--- src/rtl/edmg_pkg.sv ---
`timescale 1ns / 1ps
// ----------------------------------------------------------------------------
// edmg_pkg
// Shared types, codes and sizes of the distance matrix graph unit.
// ----------------------------------------------------------------------------
package edmg_pkg;

	localparam int unsigned EDMG_MAX_VERTICES = 64;
	localparam int unsigned EDMG_COORD_WIDTH  = 24;

	localparam int ID_W    = 7;
	localparam int FCRD_W  = 24;
	localparam int DIST_W  = 25;
	localparam int OP_W    = 2;
	localparam int STS_W   = 3;
	localparam int SUM_W   = 64;
	localparam int ROOT_W  = 32;

	localparam logic [ROOT_W-1:0] DIST_MAX = ROOT_W'(32'h01FF_FFFF);

	localparam logic [OP_W-1:0] OP_ADD    = 2'd0;
	localparam logic [OP_W-1:0] OP_REMOVE = 2'd1;
	localparam logic [OP_W-1:0] OP_QUERY  = 2'd2;
	localparam logic [OP_W-1:0] OP_EDIT   = 2'd3;

	localparam logic [STS_W-1:0] STS_OK        = 3'd0;
	localparam logic [STS_W-1:0] STS_BAD_ID    = 3'd1;
	localparam logic [STS_W-1:0] STS_EXISTS    = 3'd2;
	localparam logic [STS_W-1:0] STS_NOT_FOUND = 3'd3;
	localparam logic [STS_W-1:0] STS_NO_EDGE   = 3'd4;
	localparam logic [STS_W-1:0] STS_BAD_VALUE = 3'd5;

	typedef struct packed {
		logic [OP_W-1:0]   operation;
		logic [ID_W-1:0]   vertex_a;
		logic [ID_W-1:0]   vertex_b;
		logic [FCRD_W-1:0] coord_x;
		logic [FCRD_W-1:0] coord_y;
		logic [DIST_W-1:0] new_distance;
	} edmg_req_t;

	typedef struct packed {
		logic [STS_W-1:0]  status;
		logic              edge_exists;
		logic [DIST_W-1:0] edge_distance;
	} edmg_rsp_t;

	typedef enum logic [2:0] {
		FSM_IDLE,
		FSM_CHECK,
		FSM_READ,
		FSM_WALK,
		FSM_DRAIN,
		FSM_DONE
	} edmg_state_t;

	typedef struct packed {
		logic capture;
		logic eval_check;
		logic eval_read;
		logic walk_issue;
		logic out_load;
	} edmg_cmd_t;

	typedef struct packed {
		logic [OP_W-1:0] op;
		logic            check_ok;
		logic            walk_last;
		logic            pipe_busy;
	} edmg_sts_t;

endpackage

--- src/rtl/edmg_ctrl.sv ---
`timescale 1ns / 1ps
// ----------------------------------------------------------------------------
// edmg_ctrl
// Sequencer: steps one request through check, read or walk, and the result.
// ----------------------------------------------------------------------------
module edmg_ctrl import edmg_pkg::*; (
	input  logic      clk,
	input  logic      arst_n,
	input  logic      req_valid,
	output logic      req_stall,
	output logic      rsp_valid,
	input  logic      rsp_stall,
	input  edmg_sts_t sts,
	output edmg_cmd_t cmd
);

	edmg_state_t state_q, state_nx;
	logic        rsp_valid_q;
	logic        slot_free;

	assign slot_free = !rsp_valid_q || !rsp_stall;

	always_ff @(posedge clk or negedge arst_n) begin
		if (!arst_n) begin
			state_q     <= FSM_IDLE;
			rsp_valid_q <= 1'b0;
		end else begin
			state_q <= state_nx;
			if (cmd.out_load) begin
				rsp_valid_q <= 1'b1;
			end else if (!rsp_stall) begin
				rsp_valid_q <= 1'b0;
			end
		end
	end

	always_comb begin
		state_nx = state_q;
		case (state_q)
			FSM_IDLE: begin
				if (req_valid) state_nx = FSM_CHECK;
			end
			FSM_CHECK: begin
				if (!sts.check_ok) begin
					state_nx = FSM_DONE;
				end else if (sts.op == OP_ADD) begin
					state_nx = FSM_WALK;
				end else if (sts.op == OP_REMOVE) begin
					state_nx = FSM_DONE;
				end else begin
					state_nx = FSM_READ;
				end
			end
			FSM_READ:  state_nx = FSM_DONE;
			FSM_WALK: begin
				if (sts.walk_last) state_nx = FSM_DRAIN;
			end
			FSM_DRAIN: begin
				if (!sts.pipe_busy) state_nx = FSM_DONE;
			end
			FSM_DONE: begin
				if (slot_free) state_nx = FSM_IDLE;
			end
			default:   state_nx = FSM_IDLE;
		endcase
	end

	always_comb begin
		cmd       = '0;
		req_stall = 1'b1;
		case (state_q)
			FSM_IDLE: begin
				req_stall   = 1'b0;
				cmd.capture = req_valid;
			end
			FSM_CHECK: cmd.eval_check = 1'b1;
			FSM_READ:  cmd.eval_read  = 1'b1;
			FSM_WALK:  cmd.walk_issue = 1'b1;
			FSM_DONE:  cmd.out_load   = slot_free;
			default:   cmd = '0;
		endcase
	end

	assign rsp_valid = rsp_valid_q;

endmodule

--- config.mk ---
export PLATFORM = sky130hd
export DESIGN_NAME = edmg_ctrl
export DESIGN_NICKNAME = d
export VERILOG_FILES = /design/src/rtl/edmg_pkg.sv /design/src/rtl/edmg_ctrl.sv
export SDC_FILE = /design/constraint.sdc
export NUM_CORES = 1
export LEC_CHECK = 0
export BUFFER_PORTS_ARGS = -buffer_cell sky130_fd_sc_hd__buf_2
export CAP_MARGIN = 20
export CELL_PAD_IN_SITES_DETAIL_PLACEMENT = 0
export CELL_PAD_IN_SITES_GLOBAL_PLACEMENT = 1
export CORE_AREA = 2 2 39 41
export CTS_CLUSTER_DIAMETER = 120
export DETAILED_ROUTE_END_ITERATION = 7
export DIE_AREA = 0 0 41 43
export GPL_TIMING_DRIVEN = 0
export PLACE_DENSITY_LB_ADDON = 0.1
export RECOVER_POWER = 50
export SLEW_MARGIN = 20
export SYNTH_ARGS = -nofsm -noshare
export SYNTH_HDL_FRONTEND = slang
export SYNTH_SLANG_ARGS = --single-unit
export TNS_END_PERCENT = 50
--- constraint.sdc ---
create_clock -name clk -period 1.6 [get_ports clk]
set_input_delay 0.32 -clock clk [delete_from_list [all_inputs] [get_ports clk]]
set_output_delay 0.32 -clock clk [all_outputs]
set_load 0.005 [all_outputs]
# Yosys cells after proc, flatten, opt, wreduce, memory -nomap -nowiden
# Cells that the tools add are included.
# word_totals
reg_bits	4
in_bits	9
output_inout_bits	7
# op_classes
eq_ne	11
muxes	16
reduce_logical	6
# ops
cell	n
$mux W3	7
$pmux W3 S6	1
$mux W1	8
$ne A2 B2 Y1 const B	4
$eq A3 B2 Y1 const B	2
$eq A3 B3 Y1 const B	2
$reduce_and A4 Y1	1
$eq A3 B1 Y1 const B	1
$logic_not A3 Y1	1
$eq A2 B1 Y1 const B	1
$logic_not A1 Y1	2
$logic_not A2 Y1	1
$ne A2 B1 Y1 const B	1
$logic_or A1 B1 Y1	1

# Longest topological paths before layout
# depth
word_depth	5
depth_mapped	4

# Least setup slack after synthesis
# No wires, ideal clock.
# synth_timing
path_type	register to output
start	register state_q[0]
end	output cmd[4] (netlist bit)
arrival_ns	1.039
t_required_ns	1.280
setup_slack_ns	0.241
stages_incl_launch_ff	4
n_path_buf	1
cell_sequence	dfrtp_1 -> clkbuf_1 -> or3_1 -> nor2_1
# synth_lines
element	line_no	rtl
start, declared	edmg_ctrl.sv:17	edmg_state_t state_q, state_nx;
start signal, assigned	edmg_ctrl.sv:28	state_q <= state_nx;
end, declared	edmg_ctrl.sv:14	output edmg_cmd_t cmd

==> results.py <==
metrics = {
    "status": {
        "status": "finished with violations",
        "violations": "setup timing",
    },
    "routing": {
        "via_per_inst": 4.56,
        "drtPass1Iterations": 1,
        "drtIter0Drc": 0,
        "drc": 0,
        "num_vias": 333,
        "ant_nets": 0,
        "finalWirelength_microns": 775,
        "routedWlPerCell_microns": 10.6,
    },
    "die": {
        "core_area_sq_mm": 0.00138,
        "io_pins": 16,
        "die_area_sq_mm": 0.00176,
        "die_y_microns": 43,
        "initial_utilization_pct": 21.7,
        "die_width_microns": 41,
        "rows": 14,
    },
    "timing": {
        "fin_skew_ns": 0.00148,
        "period_share_pct": 100,
        "fin_crit_ns": 1.61,
        "slew_violations": 0,
        "fin_ws_ns": -0.00661,
        "tightest_slew_ns": 0.336,
        "relSlewSlack_pct": 77.3,
        "setup_viol": 1,
        "hold_violations": 0,
        "fmax_mhz": 622,
        "tns_ns": -0.00661,
        "rsz0062_at_grt": "yes",
    },
    "logic_synthesis": {
        "synth-compound-area-share_pct": 17.5,
        "synth_warnings": 0,
        "synthSimpleGateAreaFrac_pct": 42.1,
        "netlist_area_sq_um": 300,
        "synthAdderAreaFrac_pct": 0,
        "yosys-top-cells-area": "dfrtp_1, nor2b_1, a21oi_1",
        "ys_ff_latch": 4,
        "yosysTopAreaCell": "dfrtp_1",
        "avgSynthCellArea_sq_um": 8.12,
        "synth_cell_types": 21,
        "synth_xor_area_share_pct": 0,
        "synth_top_area_share_pct": 33.3,
        "yosys-mux-area-fraction_pct": 0,
        "syn-num-nets": 46,
        "yosysSeqAreaShare_pct": 33.3,
        "synth_top_family_by_area": "simple AND/OR/NAND/NOR gates",
        "synthCells": 37,
    },
    "placed_design": {
        "place_hpwl_microns": 571,
        "place_inst": 68,
        "gp_congestion": 0.739,
        "port_buffers": 15,
    },
    "clock_network": {
        "cts_root_buffer": "clkbuf_4",
        "cts_tree": "yes",
        "clock_latency_ns": 0.23,
        "cts_buffer_depth": 2,
        "clk_pin_slew_ns": 0.04,
        "clock_sinks": 4,
        "cts_htree_levels": 1,
        "cts_buffers": 3,
    },
    "setup_path": {
        "crit_required_ns": 1.28,
        "slowest_stage": "dfrtp_1",
        "r2r_cells": 4,
        "critPathCaptureType": "output port",
        "path_class": "reg2out",
        "crit_chain": "clkbuf_8 > or3_4 > nor2_2 > buf_2",
        "cp-start-kind": "flop",
        "worstPathMaxFanout": 2,
        "arrival_ns": 1.29,
        "critPathMaxStageDelay_ns": 0.37,
    },
    "grt": {
        "antenna_found_initial": 0,
        "grt_max_degree": 13,
        "grt_pass1_wl_microns": 1210,
        "grt_util_all_layers_pct": 10.3,
        "grt_pass1_vias": 301,
        "grt_overflow": 0,
    },
    "finish": {
        "drive_gt1_share_pct": 50.9,
        "fin_util_pct": 34.1,
        "area_growth_pct": 57.1,
        "stdcell_count": 73,
        "final_nets": 68,
        "mostFrequentLayoutCell": "buf_2",
        "n_antenna_cell": 0,
    },
    "power": {
        "power.leakage_uw": 0.000232,
        "pwr_density_cell_mw_per_mm2": 1720,
        "ir_drop_uv": 677,
        "p_total_uw": 811,
    },
    "worst_hold_path": {
        "hold_path_depth": 3,
        "min-delay-path-class": "in2reg",
    },
    "job": {
        "maxCapViolations": 0,
    },
}
==> cells by family (layout without fill, tap and decap cells) <==
| family | after synthesis | count (layout) |
|---|---|---|
| AND/OR/NAND/NOR | 20 | 20 |
| buffers and inverters | 5 | 25 |
| AO/OA/AOI/OAI | 8 | 8 |
| flip-flops | 4 | 4 |
==> final timing paths <==
kind | startpoint | to | slack (ns)
min | rsp_stall | rsp_valid | 0.32
min in group asynchronous | arst_n | state_q[0] | 0.44
max in group asynchronous | arst_n | state_q[2] | 0.97
max reg2reg | state_q[0] | state_q[2] | 0.22
min reg2reg | rsp_valid | rsp_valid | 0.53
max | state_q[0] | cmd[4] | -0.007
==> routing by layer <==
metal / part of all wire (%) / vias up / GRT usage (%)
li1: - / 171 / -
met1: 44 / 150 / 14.3
met2: 47 / 10 / 13.4
met3: 6.3 / 2 / 1.57
met4: 1.8 / 0 / 8.00
met5: 0 / - / 0
==> final cells by class <==
type | instances | area [sq um]
buffer | 1 | 13.8
sequential | 4 | 103
clock buffer | 3 | 22.5
tap | 16 | 20.0
fill | 157 | 912
multi-input combinational | 28 | 199
timing repair buffer | 19 | 106
inverter | 2 | 7.51
==> stage by stage <==
step	setup WS, ns	hold slack (ns)	cell area, sq um
finish	-0.00661	0.323	472
CTS	-0.0466	0.318	460
global placement	0.124	0.125	395
floorplan	0.241	0.0244	300
global route	-0.0665	0.355	472
detailed placement	0.101	0.125	395
==> cell usage after synthesis <==
master	n
a21oi_1	3
a32o_1	1
and3b_1	1
and4b_1	1
buf_2	2
clkbuf_1	1
dfrtp_1	4
inv_1	2
nand2_1	3
nand2b_1	1
nand3_1	2
nand3b_1	1
nor2_1	2
nor2b_1	4
nor3_1	1
nor3b_1	2
o21ai_0	2
o21ai_2	1
o311ai_0	1
or3_1	1
or4b_4	1
==> sequential cells by signal, indices dropped and copies added, names as in the netlist <==
name	flops
rsp_valid	1
state_q	3
==> critical path: cells and delay by family, from the launching register on <==
family        cells  cell delay [ns]
buf+inv           2             0.25
flops             1             0.37
simple gates      2             0.44
==> what timing repair did <==
item / 4_1_cts / 5_1_grt
hold buffers: 1 / 0
setup buffers: 3 / 0
gates resized for setup: 7 / 3
hold endpoints to repair: 4 / 0
endpoints found under the setup margin: 3 / 3
pin swaps: 1 / 1
==> power breakdown <==
part	internal, uW	total (uW)	leakage (uW)	switching (uW)
Clock	83.8	123	0.0000138	39.5
Sequential	151	204	0.0000476	53.3
Combinational	273	483	0.000171	210
Total	508	811	0.000232	303
(Power assumes the default switching activity.)
